$ cat config.mk
export PLATFORM = sky130hd
export DESIGN_NAME = button_debounce_press_classifier_core
export DESIGN_NICKNAME = d
export VERILOG_FILES = /design/src/hw/rtl/bdpc_pkg.sv /design/src/hw/rtl/bdpc_front.sv /design/src/hw/rtl/bdpc_queue.sv /design/src/hw/rtl/bdpc_back.sv /design/src/hw/rtl/button_debounce_press_classifier_core.sv
export VERILOG_INCLUDE_DIRS = /design/src /design/src/hw/rtl
export SDC_FILE = /design/constraint.sdc
export NUM_CORES = 1
export LEC_CHECK = 0
export BUFFER_PORTS_ARGS = -buffer_cell sky130_fd_sc_hd__buf_2
export CORE_MARGIN = 4
export CORE_UTILIZATION = 30
export DETAILED_ROUTE_END_ITERATION = 8
export PLACE_DENSITY = 0.53
export RECOVER_POWER = 50
export SETUP_SLACK_MARGIN = 0.15
export SLEW_MARGIN = 40
export SYNTH_ARGS = -nofsm -noshare
export SYNTH_HDL_FRONTEND = slang
export SYNTH_SLANG_ARGS = --single-unit
$ cat constraint.sdc
create_clock -name clk -period 3.6 [get_ports clk]
set_clock_uncertainty 0.05 [all_clocks]
set_input_delay 0.54 -clock clk [delete_from_list [all_inputs] [get_ports clk]]
set_output_delay 0.54 -clock clk [all_outputs]
set_load 0.005 [all_outputs]
$ cat src/hw/rtl/assert_macros.svh
// Concurrent assertion helpers, sampled on the rising clock edge and
// disabled while reset is asserted.
`ifndef ASSERT_MACROS_SVH
`define ASSERT_MACROS_SVH

`define ASSERT_ALWAYS(lbl, clk, rst_n, expr) \
    lbl: assert property (@(posedge clk) disable iff (!rst_n) (expr)) \
        else $error("assertion failed");

`define ASSERT_IMPLIES(lbl, clk, rst_n, ante, cons) \
    lbl: assert property (@(posedge clk) disable iff (!rst_n) (ante) |-> (cons)) \
        else $error("assertion failed");

`endif

$ cat src/hw/rtl/bdpc_pkg.sv
package bdpc_pkg;

    localparam int CFG_IDX_W  = 2;
    localparam int CFG_DATA_W = 8;
    localparam int COUNT_W    = 8;

    localparam logic [COUNT_W-1:0] SETTLE_RESET  = 8'd10;
    localparam logic [COUNT_W-1:0] TWO_RESET     = 8'd2;
    localparam logic [COUNT_W-1:0] LONG_RESET    = 8'd3;
    localparam logic [COUNT_W-1:0] EXTLONG_RESET = 8'd6;
    localparam logic [COUNT_W-1:0] HELD_MAX      = 8'hFF;

    localparam int QUEUE_DEPTH_DEFAULT = 2;

    typedef enum logic [2:0] {
        EV_DOWN    = 3'd0,
        EV_UP      = 3'd1,
        EV_SHORT   = 3'd2,
        EV_TWO     = 3'd3,
        EV_LONG    = 3'd4,
        EV_EXTLONG = 3'd5
    } event_t;

    typedef enum logic [2:0] {
        ST_INIT     = 3'b001,
        ST_RELEASED = 3'b010,
        ST_PRESSED  = 3'b100
    } press_state_t;

    typedef enum logic [CFG_IDX_W-1:0] {
        CFG_SETTLE  = 2'd0,
        CFG_TWO     = 2'd1,
        CFG_LONG    = 2'd2,
        CFG_EXTLONG = 2'd3
    } cfg_index_t;

    // One queue entry: one or two events from a single input beat.
    typedef struct packed {
        logic   pair;
        event_t ev0;
        event_t ev1;
    } packet_t;

endpackage

$ cat src/hw/rtl/bdpc_front.sv
module bdpc_front (
    input  logic                            clk,
    input  logic                            rst_n,
    input  logic                            in_valid,
    output logic                            in_ready,
    input  logic                            mode,
    input  logic                            pin_level,
    input  logic                            cfg_we,
    input  logic [bdpc_pkg::CFG_IDX_W-1:0]  cfg_index,
    input  logic [bdpc_pkg::CFG_DATA_W-1:0] cfg_data,
    input  logic                            q_full,
    output logic                            push,
    output bdpc_pkg::packet_t               push_pkt
);
    import bdpc_pkg::*;

    logic [COUNT_W-1:0] settle_polls_reg;
    logic [COUNT_W-1:0] two_count_reg;
    logic [COUNT_W-1:0] long_count_reg;
    logic [COUNT_W-1:0] extlong_count_reg;

    press_state_t       state_reg, state_next;
    logic               stable_reg, stable_next;
    logic [COUNT_W-1:0] settle_reg, settle_next;
    logic [COUNT_W-1:0] held_reg, held_next;

    logic               accept;
    logic [COUNT_W-1:0] held_inc;
    logic               hit_two;
    logic               hit_long;
    logic               hit_ext;

    assign in_ready = !q_full;
    assign accept   = in_valid && in_ready;
    assign held_inc = held_reg + 1'b1;
    assign hit_two  = (held_inc == two_count_reg);
    assign hit_long = (held_inc == long_count_reg);
    assign hit_ext  = !hit_long && (held_inc == extlong_count_reg);

    always_ff @(posedge clk or negedge rst_n)
    begin
        if (!rst_n)
        begin
            settle_polls_reg  <= SETTLE_RESET;
            two_count_reg     <= TWO_RESET;
            long_count_reg    <= LONG_RESET;
            extlong_count_reg <= EXTLONG_RESET;
        end
        else if (cfg_we)
        begin
            unique case (cfg_index_t'(cfg_index))
                CFG_SETTLE:  settle_polls_reg  <= cfg_data;
                CFG_TWO:     two_count_reg     <= cfg_data;
                CFG_LONG:    long_count_reg    <= cfg_data;
                CFG_EXTLONG: extlong_count_reg <= cfg_data;
            endcase
        end
    end

    always_comb
    begin
        state_next  = state_reg;
        stable_next = stable_reg;
        settle_next = settle_reg;
        held_next   = held_reg;
        push        = 1'b0;
        push_pkt    = '{pair: 1'b0, ev0: EV_DOWN, ev1: EV_DOWN};
        if (accept)
        begin
            if (mode)
            begin
                if (state_reg == ST_PRESSED && held_reg != HELD_MAX)
                begin
                    held_next     = held_inc;
                    push          = hit_two || hit_long || hit_ext;
                    push_pkt.pair = hit_two && (hit_long || hit_ext);
                    push_pkt.ev0  = hit_two ? EV_TWO : (hit_long ? EV_LONG : EV_EXTLONG);
                    push_pkt.ev1  = hit_long ? EV_LONG : EV_EXTLONG;
                end
            end
            else
            begin
                if (pin_level == stable_reg)
                begin
                    if (settle_reg != '0)
                    begin
                        settle_next = settle_reg - 1'b1;
                    end
                end
                else
                begin
                    settle_next = settle_polls_reg;
                    stable_next = pin_level;
                end
                if (settle_next == '0)
                begin
                    unique case (state_reg)
                        ST_PRESSED:
                        begin
                            if (stable_next)
                            begin
                                push          = 1'b1;
                                push_pkt.ev0  = EV_UP;
                                push_pkt.ev1  = EV_SHORT;
                                push_pkt.pair = (held_reg < two_count_reg);
                                state_next    = ST_RELEASED;
                            end
                        end
                        ST_RELEASED:
                        begin
                            if (!stable_next)
                            begin
                                push         = 1'b1;
                                push_pkt.ev0 = EV_DOWN;
                                held_next    = '0;
                                state_next   = ST_PRESSED;
                            end
                        end
                        default:
                        begin
                            if (stable_next)
                            begin
                                state_next = ST_RELEASED;
                            end
                        end
                    endcase
                end
            end
        end
    end

    always_ff @(posedge clk or negedge rst_n)
    begin
        if (!rst_n)
        begin
            state_reg  <= ST_INIT;
            stable_reg <= 1'b1;
            settle_reg <= '0;
            held_reg   <= '0;
        end
        else
        begin
            state_reg  <= state_next;
            stable_reg <= stable_next;
            settle_reg <= settle_next;
            held_reg   <= held_next;
        end
    end

endmodule

$ cat src/hw/rtl/bdpc_queue.sv
`include "assert_macros.svh"

module bdpc_queue #(
    parameter int DEPTH = bdpc_pkg::QUEUE_DEPTH_DEFAULT
) (
    input  logic              clk,
    input  logic              rst_n,
    input  logic              push,
    input  bdpc_pkg::packet_t push_pkt,
    output logic              full,
    input  logic              pop,
    output bdpc_pkg::packet_t pop_pkt,
    output logic              empty
);
    import bdpc_pkg::*;

    localparam int PTR_W = (DEPTH > 1) ? $clog2(DEPTH) : 1;
    localparam int CNT_W = $clog2(DEPTH + 1);
    localparam logic [PTR_W-1:0] PTR_LAST = PTR_W'(DEPTH - 1);
    localparam logic [CNT_W-1:0] CNT_FULL = CNT_W'(DEPTH);

    packet_t            entry_reg [DEPTH];
    logic [PTR_W-1:0]   wr_ptr_reg, wr_ptr_next;
    logic [PTR_W-1:0]   rd_ptr_reg, rd_ptr_next;
    logic [CNT_W-1:0]   count_reg, count_next;

    assign full    = (count_reg == CNT_FULL);
    assign empty   = (count_reg == '0);
    assign pop_pkt = entry_reg[rd_ptr_reg];

    always_comb
    begin
        wr_ptr_next = wr_ptr_reg;
        rd_ptr_next = rd_ptr_reg;
        count_next  = count_reg;
        if (push)
        begin
            wr_ptr_next = (wr_ptr_reg == PTR_LAST) ? '0 : wr_ptr_reg + 1'b1;
        end
        if (pop)
        begin
            rd_ptr_next = (rd_ptr_reg == PTR_LAST) ? '0 : rd_ptr_reg + 1'b1;
        end
        if (push && !pop)
        begin
            count_next = count_reg + 1'b1;
        end
        else if (pop && !push)
        begin
            count_next = count_reg - 1'b1;
        end
    end

    always_ff @(posedge clk)
    begin
        if (push)
        begin
            entry_reg[wr_ptr_reg] <= push_pkt;
        end
    end

    always_ff @(posedge clk or negedge rst_n)
    begin
        if (!rst_n)
        begin
            wr_ptr_reg <= '0;
            rd_ptr_reg <= '0;
            count_reg  <= '0;
        end
        else
        begin
            wr_ptr_reg <= wr_ptr_next;
            rd_ptr_reg <= rd_ptr_next;
            count_reg  <= count_next;
        end
    end

    `ASSERT_IMPLIES(a_no_overflow, clk, rst_n, push, !full)
    `ASSERT_IMPLIES(a_no_underflow, clk, rst_n, pop, !empty)
    `ASSERT_ALWAYS(a_count_range, clk, rst_n, count_reg <= CNT_FULL)

endmodule

$ cat src/hw/rtl/bdpc_back.sv
`include "assert_macros.svh"

module bdpc_back (
    input  logic              clk,
    input  logic              rst_n,
    input  logic              q_empty,
    input  bdpc_pkg::packet_t q_pkt,
    output logic              pop,
    output logic              out_valid,
    input  logic              out_ready,
    output logic [2:0]        event_res,
    output logic              last
);
    import bdpc_pkg::*;

    logic    hold_valid_reg, hold_valid_next;
    logic    phase_reg, phase_next;
    packet_t pkt_reg;

    logic    beat_done;
    logic    finish;

    assign out_valid = hold_valid_reg;
    assign event_res = phase_reg ? pkt_reg.ev1 : pkt_reg.ev0;
    assign last      = !pkt_reg.pair || phase_reg;

    assign beat_done = hold_valid_reg && out_ready;
    assign finish    = beat_done && last;
    assign pop       = !q_empty && (!hold_valid_reg || finish);

    always_comb
    begin
        hold_valid_next = hold_valid_reg;
        phase_next      = phase_reg;
        if (pop)
        begin
            hold_valid_next = 1'b1;
            phase_next      = 1'b0;
        end
        else if (finish)
        begin
            hold_valid_next = 1'b0;
            phase_next      = 1'b0;
        end
        else if (beat_done)
        begin
            phase_next = 1'b1;
        end
    end

    always_ff @(posedge clk)
    begin
        if (pop)
        begin
            pkt_reg <= q_pkt;
        end
    end

    always_ff @(posedge clk or negedge rst_n)
    begin
        if (!rst_n)
        begin
            hold_valid_reg <= 1'b0;
            phase_reg      <= 1'b0;
        end
        else
        begin
            hold_valid_reg <= hold_valid_next;
            phase_reg      <= phase_next;
        end
    end

    // second beat only exists for a held two-event packet
    `ASSERT_IMPLIES(a_phase_pair, clk, rst_n, phase_reg, hold_valid_reg && pkt_reg.pair)

endmodule

$ cat src/hw/rtl/button_debounce_press_classifier_core.sv
// Debounce and press classifier for one active-low push button. One input
// beat (pin poll or one-second tick) is taken every clock cycle while the
// event queue has room; each beat is settled in that same cycle and yields
// zero, one or two event beats, queued as one entry. Event beats leave from
// a registered output stage at one per cycle while out_ready is high, so a
// two-event beat holds it for both events and the queue (QUEUE_DEPTH entries)
// absorbs that and any output stall. The last flag marks the final event of
// an input beat. Configuration is written through cfg_we/cfg_index/cfg_data
// with no wait state and should only be written while no events are pending.
module button_debounce_press_classifier_core #(
    parameter int QUEUE_DEPTH = bdpc_pkg::QUEUE_DEPTH_DEFAULT
) (
    input  logic                            clk,
    input  logic                            rst_n,
    input  logic                            in_valid,
    output logic                            in_ready,
    input  logic                            mode,
    input  logic                            pin_level,
    output logic                            out_valid,
    input  logic                            out_ready,
    output logic [2:0]                      event_res,
    output logic                            last,
    input  logic                            cfg_we,
    input  logic [bdpc_pkg::CFG_IDX_W-1:0]  cfg_index,
    input  logic [bdpc_pkg::CFG_DATA_W-1:0] cfg_data
);
    import bdpc_pkg::*;

    logic    q_full;
    logic    q_empty;
    logic    push;
    logic    pop;
    packet_t push_pkt;
    packet_t pop_pkt;

    bdpc_front u_front (
        .clk       (clk),
        .rst_n     (rst_n),
        .in_valid  (in_valid),
        .in_ready  (in_ready),
        .mode      (mode),
        .pin_level (pin_level),
        .cfg_we    (cfg_we),
        .cfg_index (cfg_index),
        .cfg_data  (cfg_data),
        .q_full    (q_full),
        .push      (push),
        .push_pkt  (push_pkt)
    );

    bdpc_queue #(
        .DEPTH (QUEUE_DEPTH)
    ) u_queue (
        .clk      (clk),
        .rst_n    (rst_n),
        .push     (push),
        .push_pkt (push_pkt),
        .full     (q_full),
        .pop      (pop),
        .pop_pkt  (pop_pkt),
        .empty    (q_empty)
    );

    bdpc_back u_back (
        .clk       (clk),
        .rst_n     (rst_n),
        .q_empty   (q_empty),
        .q_pkt     (pop_pkt),
        .pop       (pop),
        .out_valid (out_valid),
        .out_ready (out_ready),
        .event_res (event_res),
        .last      (last)
    );

endmodule
Word level (Yosys, flattened, before mapping)
Memories as Yosys holds them, arrays and structs flattened. A register that Yosys moved wholly into a read port is not among the register bits.
Index checks and enable logic that the tools add are counted.
{"block": "classes", "n_addsub": 6, "order_cmp": 1, "eq_ne": 14, "mux": 44, "bitwise": 1, "n_reduce_logical": 38}
{"cell": "8-bit 2-to-1 mux", "n": 9}
{"cell": "7-bit 2-to-1 mux", "n": 5}
{"cell": "8-bit equality test", "n": 3}
{"cell": "3-bit 2-to-1 mux", "n": 7}
{"cell": "1-bit 2-to-1 mux", "n": 20}
{"cell": "2-bit AND reduction", "n": 5}
{"cell": "5-bit AND reduction", "n": 2}
{"cell": "2-bit nonzero test", "n": 5}
{"cell": "1-bit logical AND", "n": 9}
{"cell": "8-bit by 1-bit adder with 8-bit output, second input constant", "n": 1}
{"cell": "8-bit logical NOT", "n": 1}
{"cell": "8-bit < comparator", "n": 1}
{"cell": "8-bit != test, second input constant", "n": 1}
{"cell": "8-bit nonzero test", "n": 1}
{"cell": "8-bit by 1-bit subtractor with 8-bit output, second input constant", "n": 1}
{"cell": "1-bit logical NOT", "n": 7}
{"cell": "2-bit equality test, second input constant", "n": 3}
{"cell": "1-bit logical OR", "n": 5}
{"cell": "2-bit logical NOT", "n": 2}
{"cell": "2-bit 2-to-1 mux", "n": 2}
{"cell": "2-bit != test, second input constant", "n": 2}
{"cell": "3-bit by 2-bit equality test with 1-bit output, second input constant", "n": 1}
{"cell": "3-bit equality test, second input constant", "n": 1}
{"cell": "3-bit nonzero test", "n": 1}
{"cell": "8 further kinds", "n": 9}
{"block": "word_totals", "ff_bits": 58, "mem_bits_rw": 14, "out_inout_bits": 6, "wordCells": 118, "mem_count": 1}
{"memory": "u_queue.entry_reg", "words": 2, "word_bits": 7, "read_ports": 1, "rd_ports_with_merged_regs": 1, "wr": 1, "line_no": "bdpc_queue.sv:22", "text": "packet_t entry_reg [DEPTH];"}

Longest topological paths before layout
{"block": "depth", "ltp_word": 13, "mapped_depth": 14, "ltp_nobuf": 13}

Modules after synthesis
From an unflattened synthesis, not the netlist that was laid out.
{"block": "unflattened", "cells_unflattened": 397, "hier_area_um2": 4329.2}
{"mod": "bdpc_front", "instances": 1, "cells_each": 340, "area_per_inst_um2": 3290.7, "seq_area_each_um2": 1312.5}
{"mod": "bdpc_queue", "instances": 1, "cells_each": 38, "area_per_inst_um2": 693.2, "seq_area_each_um2": 520.5}
{"mod": "bdpc_back", "instances": 1, "cells_each": 19, "area_per_inst_um2": 345.3, "seq_area_each_um2": 260.2}

Worst setup path before layout
No wires, ideal clock.
{"block": "synth_path", "kind": "reg2reg", "from": "reg u_front.held_reg[1]", "to": "mem u_queue.entry_reg[1][0] (netlist name) (enable)", "setup_ps": 364, "t_arrival_ps": 2570, "path_slack_ps": 616, "stages_incl_launch_ff": 11, "n_path_buf": 2, "path_cell_list": "dfrtp_1 > ha_1 > buf_2 > and4_1 > and2_1 > clkbuf_1 > a311oi_1 > o2111ai_1 > o32ai_1 > a211oi_2 > nor2b_1"}
{"block": "synth_between", "elab_chain_cells": 10}
{"element": "start, declared", "line_no": "bdpc_front.sv:25", "text": "logic [COUNT_W-1:0] held_reg, held_next;"}
{"element": "start signal, assigned", "line_no": "bdpc_front.sv:146", "text": "held_reg <= held_next;"}
{"element": "8-bit by 1-bit adder with 8-bit output", "line_no": "bdpc_front.sv:35", "text": "assign held_inc = held_reg + 1'b1;"}
{"element": "8-bit equality test", "line_no": "bdpc_front.sv:37", "text": "assign hit_long = (held_inc == long_count_reg);"}
{"element": "1-bit logical NOT", "line_no": "bdpc_front.sv:38", "text": "assign hit_ext = !hit_long && (held_inc == extlong_count_reg);"}
{"element": "1-bit logical AND", "line_no": "bdpc_front.sv:38"}
{"element": "1-bit logical OR", "line_no": "bdpc_front.sv:75", "text": "push = hit_two || hit_long || hit_ext;"}
{"element": "1-bit 2-to-1 mux (*)", "line_no": "bdpc_front.sv:72", "text": "if (state_reg == ST_PRESSED && held_reg != HELD_MAX)"}
{"element": "1-bit 2-to-1 mux (*)", "line_no": "bdpc_front.sv:70", "text": "if (mode)"}
{"element": "1-bit 2-to-1 mux (*)", "line_no": "bdpc_front.sv:68", "text": "if (accept)"}
{"element": "1-bit 2-to-1 mux (*)", "line_no": "bdpc_queue.sv:56", "text": "if (push)"}
{"element": "1-bit 2-to-1 mux (not written as such) (*)", "line_no": "bdpc_queue.sv:58", "text": "entry_reg[wr_ptr_reg] <= push_pkt;"}
{"element": "end, declared", "line_no": "bdpc_queue.sv:22"}
Every way passes the cells marked *; elsewhere a longest branch is shown, timed or not.

Worst setup path in the final report
{"block": "layout_path", "from": "reg u_front.settle_reg[0]", "to": "reg u_queue.count_reg[1]"}
{"block": "layout_between", "elab_chain_cells": 12}
{"element": "start, declared", "line_no": "bdpc_front.sv:24", "text": "logic [COUNT_W-1:0] settle_reg, settle_next;"}
{"element": "start signal, assigned", "line_no": "bdpc_front.sv:145", "text": "settle_reg <= settle_next;"}
{"element": "8-bit by 1-bit subtractor with 8-bit output or 8-bit nonzero test (tied branches)", "line_no": "bdpc_front.sv:87, bdpc_front.sv:85"}
{"element": "8-bit 2-to-1 mux (*)", "line_no": "bdpc_front.sv:85", "text": "if (settle_reg != '0)"}
{"element": "8-bit 2-to-1 mux (*)", "line_no": "bdpc_front.sv:83", "text": "if (pin_level == stable_reg)"}
{"element": "8-bit 2-to-1 mux (*)", "line_no": "bdpc_front.sv:70"}
{"element": "8-bit 2-to-1 mux (*)", "line_no": "bdpc_front.sv:68"}
{"element": "8-bit logical NOT (*)", "line_no": "bdpc_front.sv:95", "text": "if (settle_next == '0)"}
{"element": "1-bit 2-to-1 mux (*)", "line_no": "bdpc_front.sv:95"}
{"element": "1-bit 2-to-1 mux (*)", "line_no": "bdpc_front.sv:70"}
{"element": "1-bit 2-to-1 mux (*)", "line_no": "bdpc_front.sv:68"}
{"element": "via push", "line_no": "button_debounce_press_classifier_core.sv:31", "text": "logic push;"}
{"element": "1-bit logical NOT", "line_no": "bdpc_queue.sv:48", "text": "else if (pop && !push)"}
{"element": "1-bit logical AND", "line_no": "bdpc_queue.sv:48"}
{"element": "2-bit nonzero test (no source line)"}
{"element": "end signal, assigned", "line_no": "bdpc_queue.sv:74", "text": "count_reg <= count_next;"}
{"element": "end, declared", "line_no": "bdpc_queue.sv:25", "text": "logic [CNT_W-1:0] count_reg, count_next;"}
Mark *: on every way through the listed nets, which the timed path passes. The rest lies on a longest branch. The select of a mux whose other input is x is not followed.
A chain may end at the register's enable or synchronous reset.

==> results.md <==
* Status: finished with violations
* Failing checks: max-capacitance violations, max-slew violations
* Asr flop ratio synth at 73.4%
* Post-placement setup slack at 0.402 ns
* Leakage at 0.00204 µW
* Adder-Cell Fraction of Synth Area at 3.65%
* Setup TNS at 0 ns
* Final GP Congestion at 0.843
* First-pass GRT wire length at 16,100 µm
* Min-delay worst type: input port to flop
* CTS tree: yes
* Detailed Route WL at 9550 µm
* Initial Util at 30.6%
* CTS H-tree lvls at 3
* Fmax at 0.315 GHz
* Die width at 130 µm
* Simple-gate share of the synthesized area at 14.8%
* Initial antenna violation count at 0
* Final worst-path cycle share at 88.2%
* Min cycle time layout at 3.18 ns
* Post-Synth XOR/XNOR Area at 7.25%
* Hold depth at 4
* Port Buf Inserts at 22
* Post-CTS Hold Fix Bufs at 0
* Overflow after GRT at 0
* Maximum vdd drop at 0.000243 V
* Avg WL per Cell at 15.4 µm
* Mapped cell area at 0.00445 mm²
* Syn Inst Count at 409
* Switching power at 923 µW
* Setup crit end kind: flop
* Main combinational cell family by area after synthesis: simple AND/OR/NAND/NOR gates
* Worst-path clk slew at 0.06 ns
* Non-Filler Instances at 622
* Synth Net Count at 439
* Worst slew pin tran at 1.68 ns
* Largest cells by area after synthesis: dfrtp_1, edfxtp_1, mux2_2
* Layout area overhead at 14.5%
* Sw Ratio at 30.3%
* Drt drc at 0
* Number of global-route vias before repair at 3,040
* Hold Path End: u_back.out_valid
* Final setup viols at 0
* Root buf cell: clkbuf_16
* Die ar. at 0.0169 mm²
* Post-synthesis average cell area at 10.9 µm²
* Final hold violations at 0
* Largest net degree at the start of global routing at 34
* RSZ-0062 raised after global routing: false
* Unique masters post-synth at 68
* Clock power frac at 30.4%
* Synth Warn # at 0
* Later-pin clock latency in the skew report at 0.34 ns
* Top post-synthesis cells by count: dfrtp_1, mux2_2, nand2_1
* Dpl hpwl at 6920 µm
* R2r endpoint: u_queue.count_reg[1]
* Post-synth EDFFs at 21
* Largest area contributor in the netlist: dfrtp_1
* Nets@finish at 463
* Gr usage total at 12.3%
* Most used DFF post-synth: dfrtp_1
* Register area share after synthesis at 47.0%
* Setup Crit Path Kind: flop to flop
* Flop pwr share at 43.7%
* CP Launch Type: flop
* PD cells at 598 mW/mm²
* Worst R2R Setup Slack at 0.42 ns
* Die height at 130 µm
* Cells after DPL at 606
* # rows at 44
* Clock sinks at 79
* Reg2Reg Depth at 12
* Routed via count at 3,077
* TritonRoute pass-1 iters at 4
* CTS buffer count at 9
* Max Cap Viol at 1
* I/O pin total at 23
* Comb pwr share at 25.9%
* Hold Path Origin: out_ready
* Yosys reg bits at 79
* Mux contribution to synthesized area at 11.1%
* 1st-iter DRT viols at 232
* Diodes inserted at 0
* CP required at 3.81 ns
* Synth Area in Compound Gates at 12.6%
* Rel. slew slack at -12.3%
* Power Internal at 2130 µW
* Final Slew Violations at 27
* DR vias/cell at 4.95
* Reg-to-Reg Start: u_front.settle_reg[0]
* Most common cell in the netlist: dfrtp_1
* DRT antenna net count at 0
* Max reg flops at 14
* Crit path DAT at 3.38 ns
* Core Area at 0.0145 mm²
* CP max FO at 7
* Maximum root-to-sink buffer count at 2
* Fin worst setup slack at 0.423 ns
* Area share of the largest cell type after synthesis at 27.5%
* Layout cells sized above 1 at 24.4%
==> cell usage in the layout (no fill, tap or decap), drive strengths merged, types with 3 or more instances in the layout <==
cell type	count
inv	20
nor2	22
o22ai	5
clkbuf	19
nand2	35
nor4	6
dfrtp	49
ha	13
nand3b	3
xor2	12
and2	4
dfstp	9
o21a	5
and3	3
nand3	8
o31ai	4
nor3	12
a31oi	6
nand2b	6
buf	27
nor2b	6
or3	6
o21ai	21
nor3b	3
a21oi	14
mux2	42
edfxtp	21
xnor2	17
nand4	3
==> worst max-delay path, cell delays in order, from the launching register on <==
cell      delay, ns
dfrtp_1        0.44
inv_1          0.12
ha_1           0.25
nor3b_2        0.37
nand2_1        0.17
and3_1         0.22
a21oi_1        0.28
nor4_1         0.14
a211oi_2       0.35
inv_1          0.08
ha_1           0.34
nor2_1         0.14
xor2_1         0.15
==> routing by layer <==
layer,up-vias,global-route usage [%],routed length [µm]
met5,-,0,0
met4,0,4.83,226
met3,14,3.48,412
met2,70,18.0,4170
met1,1463,17.3,4740
li1,1530,-,-
==> worst max-delay path by stage <==
stage,startpoint,to,slack [ns]
final,u_front.settle_reg[0],u_queue.count_reg[1],0.42
after global routing,u_front.settle_reg[0],u_queue.count_reg[1],0.16
after CTS,u_front.held_reg[0],u_queue.count_reg[1],0.34
after detailed placement,u_front.held_reg[0],u_queue.count_reg[1],0.40
after global placement,u_front.held_reg[0],u_queue.count_reg[1],0.47
after floorplan,u_front.held_reg[1],u_queue.entry_reg[1][0],0.62
==> through the flow <==
| step | total power (µW) | hold WS (ns) | util, % | instance area, µm² |
|---|---|---|---|---|
| after global placement | 2120 | 0.425 | 32.9 | 4770 |
| after floorplan | 1910 | 0.194 | - | 4450 |
| after CTS | 3090 | 0.229 | 35.0 | 5090 |
| after global routing | 3250 | 0.439 | 35.1 | 5100 |
| after detailed placement | 2150 | 0.436 | 32.9 | 4770 |
| final | 3050 | 0.435 | 35.1 | 5100 |
==> power groups by stage <==
stage / combinational [µW] / sequential, µW / clock, µW
floorplan: 648 / 1260 / 0
global placement: 776 / 1350 / 0
detailed placement: 793 / 1350 / 0
CTS: 799 / 1340 / 953
global route: 890 / 1370 / 998
finish: 790 / 1330 / 926
==> cell families after synthesis <==
| logic type | count (synthesis) |
|---|---|
| AND/OR/NAND/NOR | 123 |
| AO/OA/AOI/OAI | 80 |
| flip-flops | 79 |
| multiplexers | 44 |
| buffers and inverters | 38 |
| XOR/XNOR | 32 |
| adder cells (fa/ha/maj) | 13 |
==> layout make-up <==
| type | count | area (µm²) |
|---|---|---|
| repair buffers | 31 | 169 |
| inverters | 20 | 75.1 |
| clock buffers | 15 | 309 |
| clock inverters | 1 | 6.26 |
| well taps | 184 | 230 |
| flip-flops and latches | 79 | 2090 |
| fillers | 1477 | 9430 |
| multi-input cells | 292 | 2220 |
==> what timing repair did <==
action,CTS,global route
gates resized for setup,0,3
buffers inserted,0,0
setup endpoints to repair,0,1
Power figures use the tool's default switching activity.
